==> config.mk <==
export PLATFORM = sky130hd
export DESIGN_NAME = clipped_color_key_sprite_blit
export DESIGN_NICKNAME = d
export VERILOG_FILES = /design/src/design/cksb_pkg.sv /design/src/design/cksb_csr.sv /design/src/design/cksb_scan.sv /design/src/design/cksb_pixel.sv /design/src/design/clipped_color_key_sprite_blit.sv
export SDC_FILE = /design/constraint.sdc
export NUM_CORES = 1
export LEC_CHECK = 0
export CORE_MARGIN = 2
export CORE_UTILIZATION = 49
export DETAILED_ROUTE_END_ITERATION = 10
export DONT_BUFFER_PORTS = 1
export PLACE_DENSITY = 0.73
export REMOVE_ABC_BUFFERS = 1
export SYNTH_ARGS = -nofsm -noshare
export SYNTH_HDL_FRONTEND = slang
export SYNTH_SLANG_ARGS = --single-unit
==> constraint.sdc <==
create_clock -name clock -period 9.5 [get_ports clock]
set_clock_uncertainty 0.15 [all_clocks]
set_input_delay 1.425 -clock clock [delete_from_list [all_inputs] [get_ports clock]]
set_output_delay 1.425 -clock clock [all_outputs]
set_load 0.05 [all_outputs]
==> src/design/cksb_pkg.sv <==
// Shared types and constants for the color-key sprite blitter.
// Used by cksb_csr, cksb_scan, cksb_pixel and the top level; no dependencies.
`default_nettype none

package cksb_pkg;

   // Screen size limit applied to clipping and row stride
   localparam int unsigned MAX_RESOLUTION = 2047;
   localparam logic [11:0] MAX_RES        = 12'(MAX_RESOLUTION);

   localparam int unsigned ADDR_W = 5;

   typedef enum logic [2:0] {
      REG_SCREEN_WIDTH  = 3'd0,
      REG_SCREEN_HEIGHT = 3'd1,
      REG_PIXEL_BYTES   = 3'd2,
      REG_TRANSP_KEY    = 3'd3,
      REG_BUFFER_BASE   = 3'd4
   } reg_index_type;

   typedef struct packed {
      logic [31:0]        pixel_color;
      logic signed [15:0] origin_x;
      logic signed [15:0] origin_y;
      logic [10:0]        sprite_width;
      logic [10:0]        sprite_height;
      logic               first_pixel;
   } req_type;

   typedef struct packed {
      logic        write_enable;
      logic [24:0] pixel_address;
      logic [31:0] write_color;
      logic        sprite_done;
   } rsp_type;

   // Effective configuration, already clamped
   typedef struct packed {
      logic [10:0] screen_width;
      logic [10:0] screen_height;
      logic [2:0]  pixel_bytes;
      logic [31:0] transparency_key;
      logic [23:0] buffer_base;
      logic [12:0] row_stride;
   } cfg_type;

   // Word between scan stage and pixel stages
   typedef struct packed {
      logic [31:0] color;
      logic [15:0] x;
      logic [15:0] y;
      logic        done;
   } walk_type;

endpackage

`default_nettype wire

==> src/design/cksb_csr.sv <==
// Configuration registers with APB-style access and clamped effective values.
// Depends on cksb_pkg.
`default_nettype none

module cksb_csr (
   input  wire logic                       clock,
   input  wire logic                       reset,
   input  wire logic                       psel,
   input  wire logic                       penable,
   input  wire logic                       pwrite,
   input  wire logic [cksb_pkg::ADDR_W-1:0] paddr,
   input  wire logic [31:0]                pwdata,
   output logic [31:0]                     prdata,
   output logic                            pready,
   output cksb_pkg::cfg_type               cfg
);
   import cksb_pkg::*;

   logic [10:0]   screen_width_ff;
   logic [10:0]   screen_height_ff;
   logic [2:0]    pixel_bytes_ff;
   logic [31:0]   transparency_key_ff;
   logic [23:0]   buffer_base_ff;
   logic [12:0]   row_stride_ff;
   logic [12:0]   row_stride_in;
   logic [10:0]   sw_eff;
   logic [10:0]   sh_eff;
   logic [2:0]    bytes_eff;
   logic          wr_en;
   reg_index_type reg_index;

   assign pready    = 1'b1;
   assign wr_en     = psel && penable && pwrite;
   assign reg_index = reg_index_type'(paddr[ADDR_W-1:2]);

   always_ff @(posedge clock) begin
      if (reset) begin
         screen_width_ff     <= 11'd1024;
         screen_height_ff    <= 11'd768;
         pixel_bytes_ff      <= 3'd1;
         transparency_key_ff <= 32'd0;
         buffer_base_ff      <= 24'd0;
      end else if (wr_en) begin
         unique case (reg_index)
            REG_SCREEN_WIDTH:  screen_width_ff     <= pwdata[10:0];
            REG_SCREEN_HEIGHT: screen_height_ff    <= pwdata[10:0];
            REG_PIXEL_BYTES:   pixel_bytes_ff      <= pwdata[2:0];
            REG_TRANSP_KEY:    transparency_key_ff <= pwdata;
            REG_BUFFER_BASE:   buffer_base_ff      <= pwdata[23:0];
            default: ;
         endcase
      end
   end

   always_comb begin
      unique case (reg_index)
         REG_SCREEN_WIDTH:  prdata = {21'd0, screen_width_ff};
         REG_SCREEN_HEIGHT: prdata = {21'd0, screen_height_ff};
         REG_PIXEL_BYTES:   prdata = {29'd0, pixel_bytes_ff};
         REG_TRANSP_KEY:    prdata = transparency_key_ff;
         REG_BUFFER_BASE:   prdata = {8'd0, buffer_base_ff};
         default:           prdata = 32'd0;
      endcase
   end

   // clamp screen size, map pixel_bytes 0 -> 1 and 5..7 -> 4
   assign sw_eff = ({1'b0, screen_width_ff} > MAX_RES) ? MAX_RES[10:0] : screen_width_ff;
   assign sh_eff = ({1'b0, screen_height_ff} > MAX_RES) ? MAX_RES[10:0] : screen_height_ff;

   always_comb begin
      if (pixel_bytes_ff == 3'd0) begin
         bytes_eff = 3'd1;
      end else if (pixel_bytes_ff > 3'd4) begin
         bytes_eff = 3'd4;
      end else begin
         bytes_eff = pixel_bytes_ff;
      end
   end

   // row byte stride registered; user moves config only while idle, unchecked
   assign row_stride_in = {2'd0, sw_eff} * {10'd0, bytes_eff};

   always_ff @(posedge clock) begin
      row_stride_ff <= row_stride_in;
   end

   assign cfg.screen_width     = sw_eff;
   assign cfg.screen_height    = sh_eff;
   assign cfg.pixel_bytes      = bytes_eff;
   assign cfg.transparency_key = transparency_key_ff;
   assign cfg.buffer_base      = buffer_base_ff;
   assign cfg.row_stride       = row_stride_ff;

endmodule

`default_nettype wire

==> src/design/cksb_scan.sv <==
// Sprite raster walker: holds origin/size, runs row and column counters and
// registers the screen coordinate of each accepted pixel. Depends on cksb_pkg.
`default_nettype none

module cksb_scan (
   input  wire logic               clock,
   input  wire logic               reset,
   input  wire logic               req_valid,
   output logic                    req_ready,
   input  wire cksb_pkg::req_type  req_data,
   output logic                    s1_valid,
   input  wire logic               s1_ready,
   output cksb_pkg::walk_type      s1_data
);
   import cksb_pkg::*;

   logic [15:0] held_origin_x_ff;
   logic [15:0] held_origin_y_ff;
   logic [10:0] held_width_ff;
   logic [10:0] held_height_ff;
   logic [10:0] column_count_ff;
   logic [10:0] row_count_ff;
   logic        s1_valid_ff;
   walk_type    s1_data_ff;

   logic [15:0] ox_cur;
   logic [15:0] oy_cur;
   logic [10:0] w_cur;
   logic [10:0] h_cur;
   logic [10:0] col_cur;
   logic [10:0] row_cur;
   logic [10:0] w_eff;
   logic [10:0] h_eff;
   logic [10:0] column_count_in;
   logic [10:0] row_count_in;
   logic        done;
   logic        accept;
   logic [10:0] held_w_eff;
   logic [10:0] held_h_eff;

   assign req_ready = !s1_valid_ff || s1_ready;
   assign accept    = req_valid && req_ready;

   // first pixel takes the fresh origin/size and restarts the counters
   assign ox_cur  = req_data.first_pixel ? req_data.origin_x      : held_origin_x_ff;
   assign oy_cur  = req_data.first_pixel ? req_data.origin_y      : held_origin_y_ff;
   assign w_cur   = req_data.first_pixel ? req_data.sprite_width  : held_width_ff;
   assign h_cur   = req_data.first_pixel ? req_data.sprite_height : held_height_ff;
   assign col_cur = req_data.first_pixel ? 11'd0 : column_count_ff;
   assign row_cur = req_data.first_pixel ? 11'd0 : row_count_ff;

   assign w_eff = (w_cur == 11'd0) ? 11'd1 : w_cur;
   assign h_eff = (h_cur == 11'd0) ? 11'd1 : h_cur;

   always_comb begin
      done            = 1'b0;
      row_count_in    = row_cur;
      column_count_in = col_cur + 11'd1;
      if (({1'b0, col_cur} + 12'd1) >= {1'b0, w_eff}) begin
         column_count_in = 11'd0;
         if (({1'b0, row_cur} + 12'd1) >= {1'b0, h_eff}) begin
            row_count_in = 11'd0;
            done         = 1'b1;
         end else begin
            row_count_in = row_cur + 11'd1;
         end
      end
   end

   always_ff @(posedge clock) begin
      if (reset) begin
         held_origin_x_ff <= 16'd0;
         held_origin_y_ff <= 16'd0;
         held_width_ff    <= 11'd0;
         held_height_ff   <= 11'd0;
         column_count_ff  <= 11'd0;
         row_count_ff     <= 11'd0;
         s1_valid_ff      <= 1'b0;
      end else begin
         if (accept) begin
            held_origin_x_ff <= ox_cur;
            held_origin_y_ff <= oy_cur;
            held_width_ff    <= w_cur;
            held_height_ff   <= h_cur;
            column_count_ff  <= column_count_in;
            row_count_ff     <= row_count_in;
         end
         if (req_ready) begin
            s1_valid_ff <= req_valid;
         end
      end
   end

   // coordinate wraps to 16 bits
   always_ff @(posedge clock) begin
      if (accept) begin
         s1_data_ff.color <= req_data.pixel_color;
         s1_data_ff.x     <= ox_cur + {5'd0, col_cur};
         s1_data_ff.y     <= oy_cur + {5'd0, row_cur};
         s1_data_ff.done  <= done;
      end
   end

   assign s1_valid = s1_valid_ff;
   assign s1_data  = s1_data_ff;

   assign held_w_eff = (held_width_ff == 11'd0)  ? 11'd1 : held_width_ff;
   assign held_h_eff = (held_height_ff == 11'd0) ? 11'd1 : held_height_ff;

   a_col_in_sprite: assert property (@(posedge clock) disable iff (reset)
      column_count_ff < held_w_eff)
      else $error("column counter beyond sprite width");

   a_row_in_sprite: assert property (@(posedge clock) disable iff (reset)
      row_count_ff < held_h_eff)
      else $error("row counter beyond sprite height");

endmodule

`default_nettype wire

==> src/design/cksb_pixel.sv <==
// Clip, color key and address stages: stage 2 forms the row product,
// the output stage adds base and column offset. Depends on cksb_pkg.
`default_nettype none

module cksb_pixel (
   input  wire logic                clock,
   input  wire logic                reset,
   input  wire cksb_pkg::cfg_type   cfg,
   input  wire logic                s1_valid,
   output logic                     s1_ready,
   input  wire cksb_pkg::walk_type  s1_data,
   output logic                     rsp_valid,
   input  wire logic                rsp_ready,
   output cksb_pkg::rsp_type        rsp_data
);
   import cksb_pkg::*;

   logic        s2_valid_ff;
   logic        s2_we_ff;
   logic [31:0] s2_color_ff;
   logic [23:0] s2_prod_ff;
   logic [12:0] s2_xoff_ff;
   logic        s2_done_ff;
   logic        rsp_valid_ff;
   rsp_type     rsp_ff;

   logic        s2_adv;
   logic        s3_adv;
   logic [31:0] color_mask;
   logic [31:0] color_m;
   logic        on_screen;
   logic        we;
   logic [23:0] prod;
   logic [12:0] xoff;
   logic [24:0] addr_sum;

   assign s3_adv   = !rsp_valid_ff || rsp_ready;
   assign s2_adv   = !s2_valid_ff || s3_adv;
   assign s1_ready = s2_adv;

   always_comb begin
      case (cfg.pixel_bytes)
         3'd1:    color_mask = 32'h0000_00FF;
         3'd2:    color_mask = 32'h0000_FFFF;
         3'd3:    color_mask = 32'h00FF_FFFF;
         default: color_mask = 32'hFFFF_FFFF;
      endcase
   end

   assign color_m   = s1_data.color & color_mask;
   assign on_screen = !s1_data.x[15] && !s1_data.y[15] &&
                      (s1_data.x[14:0] < {4'd0, cfg.screen_width}) &&
                      (s1_data.y[14:0] < {4'd0, cfg.screen_height});
   assign we        = on_screen && (color_m != cfg.transparency_key);

   // y fits 11 bits whenever the pixel is on screen
   assign prod = {13'd0, s1_data.y[10:0]} * {11'd0, cfg.row_stride};

   always_comb begin
      case (cfg.pixel_bytes)
         3'd1:    xoff = {2'd0, s1_data.x[10:0]};
         3'd2:    xoff = {1'b0, s1_data.x[10:0], 1'b0};
         3'd3:    xoff = {1'b0, s1_data.x[10:0], 1'b0} + {2'd0, s1_data.x[10:0]};
         default: xoff = {s1_data.x[10:0], 2'd0};
      endcase
   end

   always_ff @(posedge clock) begin
      if (reset) begin
         s2_valid_ff  <= 1'b0;
         rsp_valid_ff <= 1'b0;
      end else begin
         if (s2_adv) begin
            s2_valid_ff <= s1_valid;
         end
         if (s3_adv) begin
            rsp_valid_ff <= s2_valid_ff;
         end
      end
   end

   always_ff @(posedge clock) begin
      if (s2_adv) begin
         s2_we_ff    <= we;
         s2_color_ff <= color_m;
         s2_prod_ff  <= prod;
         s2_xoff_ff  <= xoff;
         s2_done_ff  <= s1_data.done;
      end
   end

   // address modulo 2^25
   assign addr_sum = {1'b0, cfg.buffer_base} + {1'b0, s2_prod_ff} + {12'd0, s2_xoff_ff};

   always_ff @(posedge clock) begin
      if (s3_adv) begin
         rsp_ff.write_enable  <= s2_we_ff;
         rsp_ff.pixel_address <= s2_we_ff ? addr_sum : 25'd0;
         rsp_ff.write_color   <= s2_color_ff;
         rsp_ff.sprite_done   <= s2_done_ff;
      end
   end

   assign rsp_valid = rsp_valid_ff;
   assign rsp_data  = rsp_ff;

   a_skip_zero_addr: assert property (@(posedge clock) disable iff (reset)
      (rsp_valid && !rsp_data.write_enable) |-> (rsp_data.pixel_address == 25'd0))
      else $error("skipped pixel carries an address");

   a_write_not_key: assert property (@(posedge clock) disable iff (reset)
      (rsp_valid && rsp_data.write_enable) |->
      (rsp_data.write_color != cfg.transparency_key))
      else $error("keyed color written");

endmodule

`default_nettype wire

==> src/design/clipped_color_key_sprite_blit.sv <==
// Color-key sprite blitter with screen clipping, top level.
// Sprite pixels come in on req_*, one word per pixel in raster order;
// the word with first_pixel set latches origin and size and restarts
// the row/column walk.
// Each accepted pixel gives exactly one rsp_* word: write_enable, byte
// address (base + (y*screen_width + x)*pixel_bytes, 0 when skipped), the
// color masked to pixel_bytes, and sprite_done on the last pixel.
// Throughput: one pixel per clock while rsp_ready holds high. Pipeline is
// three registers deep: the scan register, the row-product register, then
// the output register, each result passing through all three in that order.
// Stall: rsp_ready low holds the output register; the stages behind it
// keep filling until full, so req_ready drops only when all three hold.
// Reset (synchronous, active high) empties the pipeline, clears the walk
// state and loads 1024x768, 1 byte/pixel, key 0, base 0.
// Config regs (APB, byte addr 4*i): screen_width, screen_height,
// pixel_bytes, transparency_key, buffer_base. Write only while idle.
// Depends on cksb_pkg, cksb_csr, cksb_scan, cksb_pixel.
`default_nettype none

module clipped_color_key_sprite_blit (
   input  wire logic                        clock,
   input  wire logic                        reset,
   // pixel input
   input  wire logic                        req_valid,
   output logic                             req_ready,
   input  wire cksb_pkg::req_type           req_data,
   // write output
   output logic                             rsp_valid,
   input  wire logic                        rsp_ready,
   output cksb_pkg::rsp_type                rsp_data,
   // register port
   input  wire logic                        psel,
   input  wire logic                        penable,
   input  wire logic                        pwrite,
   input  wire logic [cksb_pkg::ADDR_W-1:0] paddr,
   input  wire logic [31:0]                 pwdata,
   output logic [31:0]                      prdata,
   output logic                             pready
);
   import cksb_pkg::*;

   cfg_type  cfg;
   logic     s1_valid;
   logic     s1_ready;
   walk_type s1_data;

   // register file; presents clamped size, byte count and row stride
   cksb_csr u_csr (
      .clock   (clock),
      .reset   (reset),
      .psel    (psel),
      .penable (penable),
      .pwrite  (pwrite),
      .paddr   (paddr),
      .pwdata  (pwdata),
      .prdata  (prdata),
      .pready  (pready),
      .cfg     (cfg)
   );

   // walk counters and screen coordinate register
   cksb_scan u_scan (
      .clock     (clock),
      .reset     (reset),
      .req_valid (req_valid),
      .req_ready (req_ready),
      .req_data  (req_data),
      .s1_valid  (s1_valid),
      .s1_ready  (s1_ready),
      .s1_data   (s1_data)
   );

   // clip, key, row product, then address and output register
   cksb_pixel u_pixel (
      .clock     (clock),
      .reset     (reset),
      .cfg       (cfg),
      .s1_valid  (s1_valid),
      .s1_ready  (s1_ready),
      .s1_data   (s1_data),
      .rsp_valid (rsp_valid),
      .rsp_ready (rsp_ready),
      .rsp_data  (rsp_data)
   );

endmodule

`default_nettype wire
==> summary.md, run 1 <==
The repair_antennas step left the layout with diodes totalling 0. Yosys printed 0 warnings. The tools report the endpoint class of the critical path as a flop.

The cell area power density works out to 140.3 nW/um^2. The tools report the clock latency at the later pin of the worst-skew pair as 590 ps. TritonCTS built the clock tree.

The leading register cell type out of synthesis was sky130_fd_sc_hd__edfxtp_1. The final setup violation count is 0, and the number of buffers added on ports is 0. sky130_fd_sc_hd__edfxtp_1 takes more of the synthesized area than any other cell. After clock tree synthesis, the flow added hold-fix buffers numbering 0.

At the worst endpoint, the required time is 9780 ps. The area of all placed cells without fillers came out at 26,060 um^2. The number of clock buffers added by TritonCTS is 40. For the maximum buffer depth of the clock tree, the log shows 3.

STA classifies the critical path startpoint as a flop. The maximum number of pins on one net before global-route repair was 154; the part of the cycle the worst path needs was 60.54%. For this design the static power due to leakage is 11.23 nW. The worst pin sits at a relative slew slack of 23.03%. Summed over all nets, the half-perimeter wirelength after detailed placement is 43,960 um.

Once the clock tree was built, the setup fixing pass inserted 0 buffers. After clock tree synthesis, the repair step resized 0 gates. For the mapped cell area, the log shows 24,270 um^2. Global routing finished with a remaining overflow of 0.

The first-pass iteration count of the detailed router came out at 6. Setup repair after global routing left no endpoint under its margin. The share of flip-flops with an asynchronous set or reset after synthesis works out to 0%. The overall die width is 226.5 um, and the register-to-register setup slack is 3750 ps.

The share of synthesized area occupied by flip-flops and latches was 38.40%; the number of antenna violations at the first check in global routing was 1. Across the run, the number of max-cap violations was 0. The floorplan step defined a die boundary enclosing 51,320 um^2. The average footprint of a synthesized cell is 9.680 um^2.

The layout cell share with drive strength beyond 1 is 5.278%, and the total number of nets in the final design is 2,891. Routing layer with the top usage in global route: met2. Sorting the synthesized cells by area gives the leading types as sky130_fd_sc_hd__edfxtp_1, sky130_fd_sc_hd__dfxtp_1, sky130_fd_sc_hd__fa_1, sky130_fd_sc_hd__ha_1, sky130_fd_sc_hd__nand2_1. The number of levels the H-tree was split into was 2; the minimum clock period after layout was 5752 ps. The number of global-route vias before repair is 17.57k, and the slew at the pin with the worst max-slew slack is 1147 ps.

The startpoint-to-endpoint class of the critical path is flop to flop. The violation count after the first detailed-route iteration is 1,480, and the global routing met2 resource utilization is 38.75%. The area growth from synthesis to layout was 7.398%; the number of hold-slack violations in the final timing report was 0. The cell count after synthesis came out at 2,507. Data on the critical path arrives at its endpoint at 6040 ps. The worst-case IR drop observed on VDD is 0.0001192 V. Dividing the detail-routed via count by the number of cells gives 5.672.

Of all nets on the critical path, the largest fanout is 14. The final core area utilization came out at 53.24%. In this run the core area contains 81 standard-cell rows.

The routed design has 58,320 um of wire. Once placement finished, the instance area stood at 24,770 um^2. The tools report the met3 layer usage reported by global route as 5.261%. The global placer's final weighted congestion was 0.9055. The flow ran to the end, and the final reports show no timing, DRC or antenna violations.

The number of max-slew violations in the final report came out at 0. Dividing the detail-routed wire length by the instance count gives 18.54 um. In this run, distinct cell masters in the synthesized netlist total 89.

Count of clock tree sinks: 368. The die is 226.5 um tall. In the routed design, unresolved DRC markers number 0. In this run the standard cell core region covers 48,950 um^2. The fmax was 173.9 MHz; the share of the synthesized area in the top cell type was 24.13%. The tools report the wire length of the first global-routing pass as 93,130 um. Buffer type at the clock tree root: sky130_fd_sc_hd__clkbuf_16. For this run, the total global-route usage over all layers was measured as 22.85%. After clock tree synthesis, the clock-pin slew on the worst setup and hold paths is 60 ps.

The synthesized design contains 368 register bits. The count of nets left with antenna violations once routing finished came out at 0. The worst hold path belongs to the class flop to flop. During I/O placement, the number of pins put on the boundary was 225. The routed layout has 17.85k vias.

After routing, the total negative slack on setup checks comes to 0 ps. For the starting density of the core, the log shows 49.58%. Global routing consumed, on the met1 layer, 28.93% of the routing resources. In this run, synthesis inferred 195 flip-flops with an integrated enable.
-- layer usage --
| layer | vias to the layer above | share of wire [%] | wire (um) |
|---|---|---|---|
| met5 | - | 0.019 | 11 |
| met4 | 2 | 2.7 | 1584 |
| met3 | 104 | 8.1 | 4723 |
| met2 | 593 | 47 | 27570 |
| met1 | 8627 | 42 | 24440 |
| li1 | 8519 | - | - |
-- stage by stage --
step | setup WS [ps] | instances | hold WS (ps) | power [mW]
2_1_floorplan | 4237 | 2397 | 250.3 | 2.087
3_3_place_gp | 3853 | 3072 | 252.5 | 2.162
3_5_place_dp | 3758 | 3072 | 255.2 | 2.179
4_1_cts | 3734 | 3146 | 270.0 | 3.687
5_1_grt | 3430 | 3146 | 275.0 | 3.794
6_report | 3748 | 3146 | 269.7 | 3.656
-- worst max-delay path, stage by stage (launching register included) --
cell and delay, ps:
sky130_fd_sc_hd__edfxtp_1 640, sky130_fd_sc_hd__and2_1 280, sky130_fd_sc_hd__fa_1 520, sky130_fd_sc_hd__fa_1 520
sky130_fd_sc_hd__fa_1 520, sky130_fd_sc_hd__fa_1 560, sky130_fd_sc_hd__inv_1 60, sky130_fd_sc_hd__fa_1 530
sky130_fd_sc_hd__inv_1 50, sky130_fd_sc_hd__ha_1 330, sky130_fd_sc_hd__and3_1 230, sky130_fd_sc_hd__o21ai_1 190
sky130_fd_sc_hd__a2111oi_0 140, sky130_fd_sc_hd__a311oi_1 260, sky130_fd_sc_hd__o21ai_1 150, sky130_fd_sc_hd__or4_1 410
sky130_fd_sc_hd__nand3_1 90
-- flip-flops by register name (all words and copies together) (netlist names), 16 cells and up --
register and count:
u_csr.buffer_base_ff 24, u_csr.transparency_key_ff 32, u_pixel.rsp_data 59, u_pixel.s2_color_ff 32
u_pixel.s2_prod_ff 24, u_scan.held_origin_x_ff 16, u_scan.held_origin_y_ff 16, u_scan.s1_data 65
-- logic make-up after synthesis --
| group | Yosys count | synth area share (%) |
|---|---|---|
| compound gates | 470 | 12.73 |
| xor+xnor | 107 | 3.862 |
| fa+ha+maj | 310 | 19.85 |
| buf+inv | 328 | 5.176 |
| flops | 368 | 38.40 |
| mux | 84 | 3.573 |
| other cells | 1 | 0.01545 |
| simple gates | 839 | 16.40 |
-- power by group --
part | switching, mW | internal (mW) | total, mW
Clock | 0.661 | 0.847 | 1.51
Combinational | 0.182 | 0.132 | 0.314
Sequential | 0.0938 | 1.74 | 1.83
-- synthesized netlist by cell type, types with 16 or more instances --
cell and count:
sky130_fd_sc_hd__o21a_1 16, sky130_fd_sc_hd__xnor2_1 68, sky130_fd_sc_hd__edfxtp_1 195, sky130_fd_sc_hd__nor3_1 26, sky130_fd_sc_hd__inv_1 216, sky130_fd_sc_hd__nor2_1 146
sky130_fd_sc_hd__nand2_1 375, sky130_fd_sc_hd__mux2i_1 63, sky130_fd_sc_hd__nor2b_1 41, sky130_fd_sc_hd__xor2_1 39, sky130_fd_sc_hd__a21o_1 49, sky130_fd_sc_hd__clkbuf_1 87
sky130_fd_sc_hd__dfxtp_1 173, sky130_fd_sc_hd__ha_1 185, sky130_fd_sc_hd__nand2b_1 20, sky130_fd_sc_hd__and2_1 100, sky130_fd_sc_hd__mux2_2 21, sky130_fd_sc_hd__a31oi_1 19
sky130_fd_sc_hd__and3_1 24, sky130_fd_sc_hd__o21ai_0 38, sky130_fd_sc_hd__a22o_1 22, sky130_fd_sc_hd__nand3_1 40, sky130_fd_sc_hd__buf_2 17, sky130_fd_sc_hd__fa_1 125
sky130_fd_sc_hd__a21oi_1 175, sky130_fd_sc_hd__a211oi_1 33
-- cell usage in the layout, fill, tap and decap left out, drive strengths merged, types with 41 or more instances in the layout --
cell type  count
nand2        376
inv          219
edfxtp       195
ha           185
a21oi        179
dfxtp        173
nor2         147
fa           125
and2         100
xnor2         68
mux2i         63
o21ai         51
clkbuf        50
a21o          49
nor2b         45
nand3         41
-- final cells by class --
| class | count | area, um^2 |
|---|---|---|
| Fill cell | 4295 | 22890 |
| Multi-Input combinational cell | 1811 | 13720 |
| Sequential cell | 368 | 9320 |
| Clock buffer | 50 | 1120 |
| Tap cell | 664 | 830.8 |
| Inverter | 218 | 823.3 |
| Clock inverter | 24 | 171.4 |
| Timing Repair Buffer | 11 | 82.58 |
-- path summary, 6_finish.rpt --
kind,cells after the start,end,start
setup reg to reg,16,u_pixel.s2_prod_ff[23]$_DFFE_PP_,u_scan.s1_data[11]$_DFFE_PP_
hold / removal,0,u_pixel.rsp_data[32]$_DFFE_PP_,u_pixel.s2_color_ff[31]$_DFFE_PP_
setup / recovery,16,u_pixel.s2_prod_ff[23]$_DFFE_PP_,u_scan.s1_data[11]$_DFFE_PP_
hold reg to reg,0,u_pixel.rsp_data[32]$_DFFE_PP_,u_pixel.s2_color_ff[31]$_DFFE_PP_
No activity file was read; power rests on OpenSTA's default activity.
==> run 2, diff against run 1 <==
==> constraint.sdc (replaced) <==
create_clock -name clock -period 5.64 [get_ports clock]
set_clock_uncertainty 0.15 [all_clocks]
set_input_delay 0.846 -clock clock [delete_from_list [all_inputs] [get_ports clock]]
set_output_delay 0.846 -clock clock [all_outputs]
set_load 0.05 [all_outputs]
==> summary.md, run 2 (synthesis results as in run 1) <==
The flow ran to the end, and the final reports show no timing, DRC or antenna violations. Cell repeated most along the worst path: sky130_fd_sc_hd__fa_1. The number of hold-slack violations in the final timing report is 0. For the pin with the worst max-slew slack, the measured transition is 1143 ps.

The congestion estimate from routability-driven global placement came to 0.8898. After detailed routing, the number of vias per cell comes to 5.656. The worst path meets setup with 175.7 ps of slack.

The worst register-to-register path begins at u_scan.s1_data[5]$_DFFE_PP_. The floorplan core area came out at 48,950 um^2. The I/O pin count was 225. Worst max-slew margin expressed relative to the limit: 23.28%. The worst setup path is launched from a flop.

At the end of the flow, the number of nets in the layout was 2,922. Clock tree synthesis selected as its root buffer the cell sky130_fd_sc_hd__clkbuf_16. The detailed router finished its first iteration with 1,423 violations. Max-cap violations in this run came to 0. Global routing used 23.15% of the available tracks across all layers.

In this run the vertical extent of the chip is 226.5 um. The count of buffer and inverter cells on the critical path came out at 5. Detailed routing inserted a total of 17.98k vias.

Final hold analysis gives a worst-case slack of 197.3 ps. The part of the cycle the worst path needs was 96.88%. Summed over all layers, the global routing overflow is 0. The kind of cell with the highest combined delay along the critical path is adder cells. The area growth from synthesis to layout is 8.878%.

The logs give 5920 ps for the critical path required time and 2 for the number of levels the H-tree was split into. The run gives 0 as the quantity of hold-fixing buffers added after cts. Among all stages on the critical path, the largest delay is contributed by sky130_fd_sc_hd__fa_1. The clock-pin slew on the worst setup and hold paths is 60 ps, and the overall die width is 226.5 um. Along the worst path, the maximum fanout reaches 6. The largest single stage delay on the critical path is 550 ps. Setup violations remaining at the end of the flow were counted as 0. Dividing total power by cell area gives a power density of 240.8 nW/um^2.

For the first-pass iteration count of the detailed router, the log shows 5. The worst hold path belongs to the class input port to flop. The logs give 11.43 nW for the leakage dissipation and 580 ps for the clock latency at the later pin of the worst-skew pair. At the worst endpoint, the arrival time is 5740 ps. TritonCTS built the clock tree. The total clock buffers created by CTS was 41; the number of flip-flops in the largest register was 65. The clock period could shrink to 5464 ps. Fill cells in the final layout number 4,229. The wire-length estimate of the detail-placed layout is 44,500 um.

The tools report the endpoint class of the critical path as a flop. The startpoint-to-endpoint class of the critical path was flop to flop. The floorplan has 81 rows.

Walking the worst path, the cells encountered are buf_4 -> buf_4 -> nand2_1 -> fa_1 -> fa_1 -> fa_1 -> inv_1 -> fa_1 -> inv_1 -> fa_1 -> inv_1 -> ha_1 -> or3_1 -> o221a_4 -> o211ai_2 -> o21ai_1 -> or4_1 -> nand3_1. The wire length per cell was 18.53 um; the number of max-slew violations in the final report was 0. Across the VDD grid, the largest voltage drop is 0.0002270 V. The first global-routing pass estimated 94,560 um of wire. Port buffering added 0 buffers.

The initial utilization of the core area, before any placement, comes to 49.58%. Clock tree synthesis found a total of 368 sinks. The run gives 0 as the detailed-route DRC error count. The tools report the source of the critical timing path as u_scan.s1_data[5]$_DFFE_PP_. The longest clock path from root to sink contains 3 buffers. The die covers 51,320 um^2. The worst hold path startpoint is reset.

The run gives 58,890 um as the final routed wirelength across all metal layers. For the number of antenna violations at the first check in global routing, the log shows 0. Setup repair after global routing could not meet its margin everywhere. Once detail routing completed, the nets flagged for antenna violations numbered 0.

The number of global-route vias before repair came out at 18.13k. In the layout the commonest cells are sky130_fd_sc_hd__nand2_1, sky130_fd_sc_hd__inv_1, sky130_fd_sc_hd__edfxtp_1. Derived from the worst setup path, the maximum achievable clock frequency is 183.0 MHz. In the final layout, the share of cells above drive strength 1 is 6.722%. For the maximum number of pins on one net before global-route repair, the log shows 154. Leaving out fill and tap cells, the most frequent cell in the layout is sky130_fd_sc_hd__nand2_1.

The number of inserted diodes is 0, and the post-place setup slack is 60.49 ps.
-- run 2: cell types whose count changed in the layout (fill, tap and decap cells not counted), moves of 2 or more --
cell                        previous run  this run
sky130_fd_sc_hd__clkinv_4              2         0
sky130_fd_sc_hd__bufinv_16             0         4
sky130_fd_sc_hd__buf_4                11        41
sky130_fd_sc_hd__dfxtp_2               1         7
sky130_fd_sc_hd__dfxtp_1             172       166
sky130_fd_sc_hd__clkinv_2             11         6
sky130_fd_sc_hd__clkbuf_8              6         3
sky130_fd_sc_hd__clkbuf_1              3        11
sky130_fd_sc_hd__clkinv_1              8         5
-- run 2: final cells by class --
class,count,area [um^2],share of cell area [%]
Inverter,218,823.3,3.116
Timing Repair Buffer,41,307.8,1.165
Sequential cell,368,9328,35.30
Tap cell,664,830.8,3.144
Clock buffer,57,1141,4.319
Multi-Input combinational cell,1811,13740,52.00
Clock inverter,19,251.5,0.9518
-- run 2: path summary, 6_finish.rpt --
path	endpoint	slack, ps	depth (start not counted)
setup / recovery	u_pixel.s2_prod_ff[23]$_DFFE_PP_	180	18
setup reg to reg	u_pixel.s2_prod_ff[23]$_DFFE_PP_	180	18
hold reg to reg	u_pixel.rsp_data[10]$_DFFE_PP_	270	0
hold / removal	u_scan.held_origin_y_ff[6]$_SDFFE_PP0P_	200	1
-- run 2: metrics by stage --
step / TNS [ps] / std cells / total power [mW] / util, % / area, um^2
6_report: 0 / 3178 / 6.363 / 53.98 / 26420
5_1_grt: -46.82 / 3178 / 6.603 / 53.98 / 26420
4_1_cts: 0 / 3172 / 6.408 / 53.82 / 26350
3_5_place_dp: 0 / 3096 / 3.678 / 50.98 / 24950
3_3_place_gp: 0 / 3096 / 3.654 / 50.98 / 24950
2_1_floorplan: 0 / 2397 / 3.515 / - / 23830
-- run 2: per-layer routing --
metal / share of wire, % / vias to the layer above / GRT usage, % / wire (um)
li1: - / 8572 / - / -
met2: 47 / 597 / 39.53 / 27740
met3: 7.1 / 128 / 4.276 / 4169
met4: 2.9 / 0 / 7.789 / 1726
met1: 43 / 8679 / 29.51 / 25250
met5: 0 / - / 0 / 0
-- run 2: power breakdown --
group          switching, mW  total, mW  internal, mW
Sequential             0.143       3.08          2.93
Combinational          0.324      0.559         0.235
Clock                   1.11       2.73          1.62
-- run 2: repair_timing --
| action | CTS | global route |
|---|---|---|
| setup buffers | 0 | 6 |
| resized for setup | 0 | 12 |
| endpoints found under the setup margin | 0 | 6 |
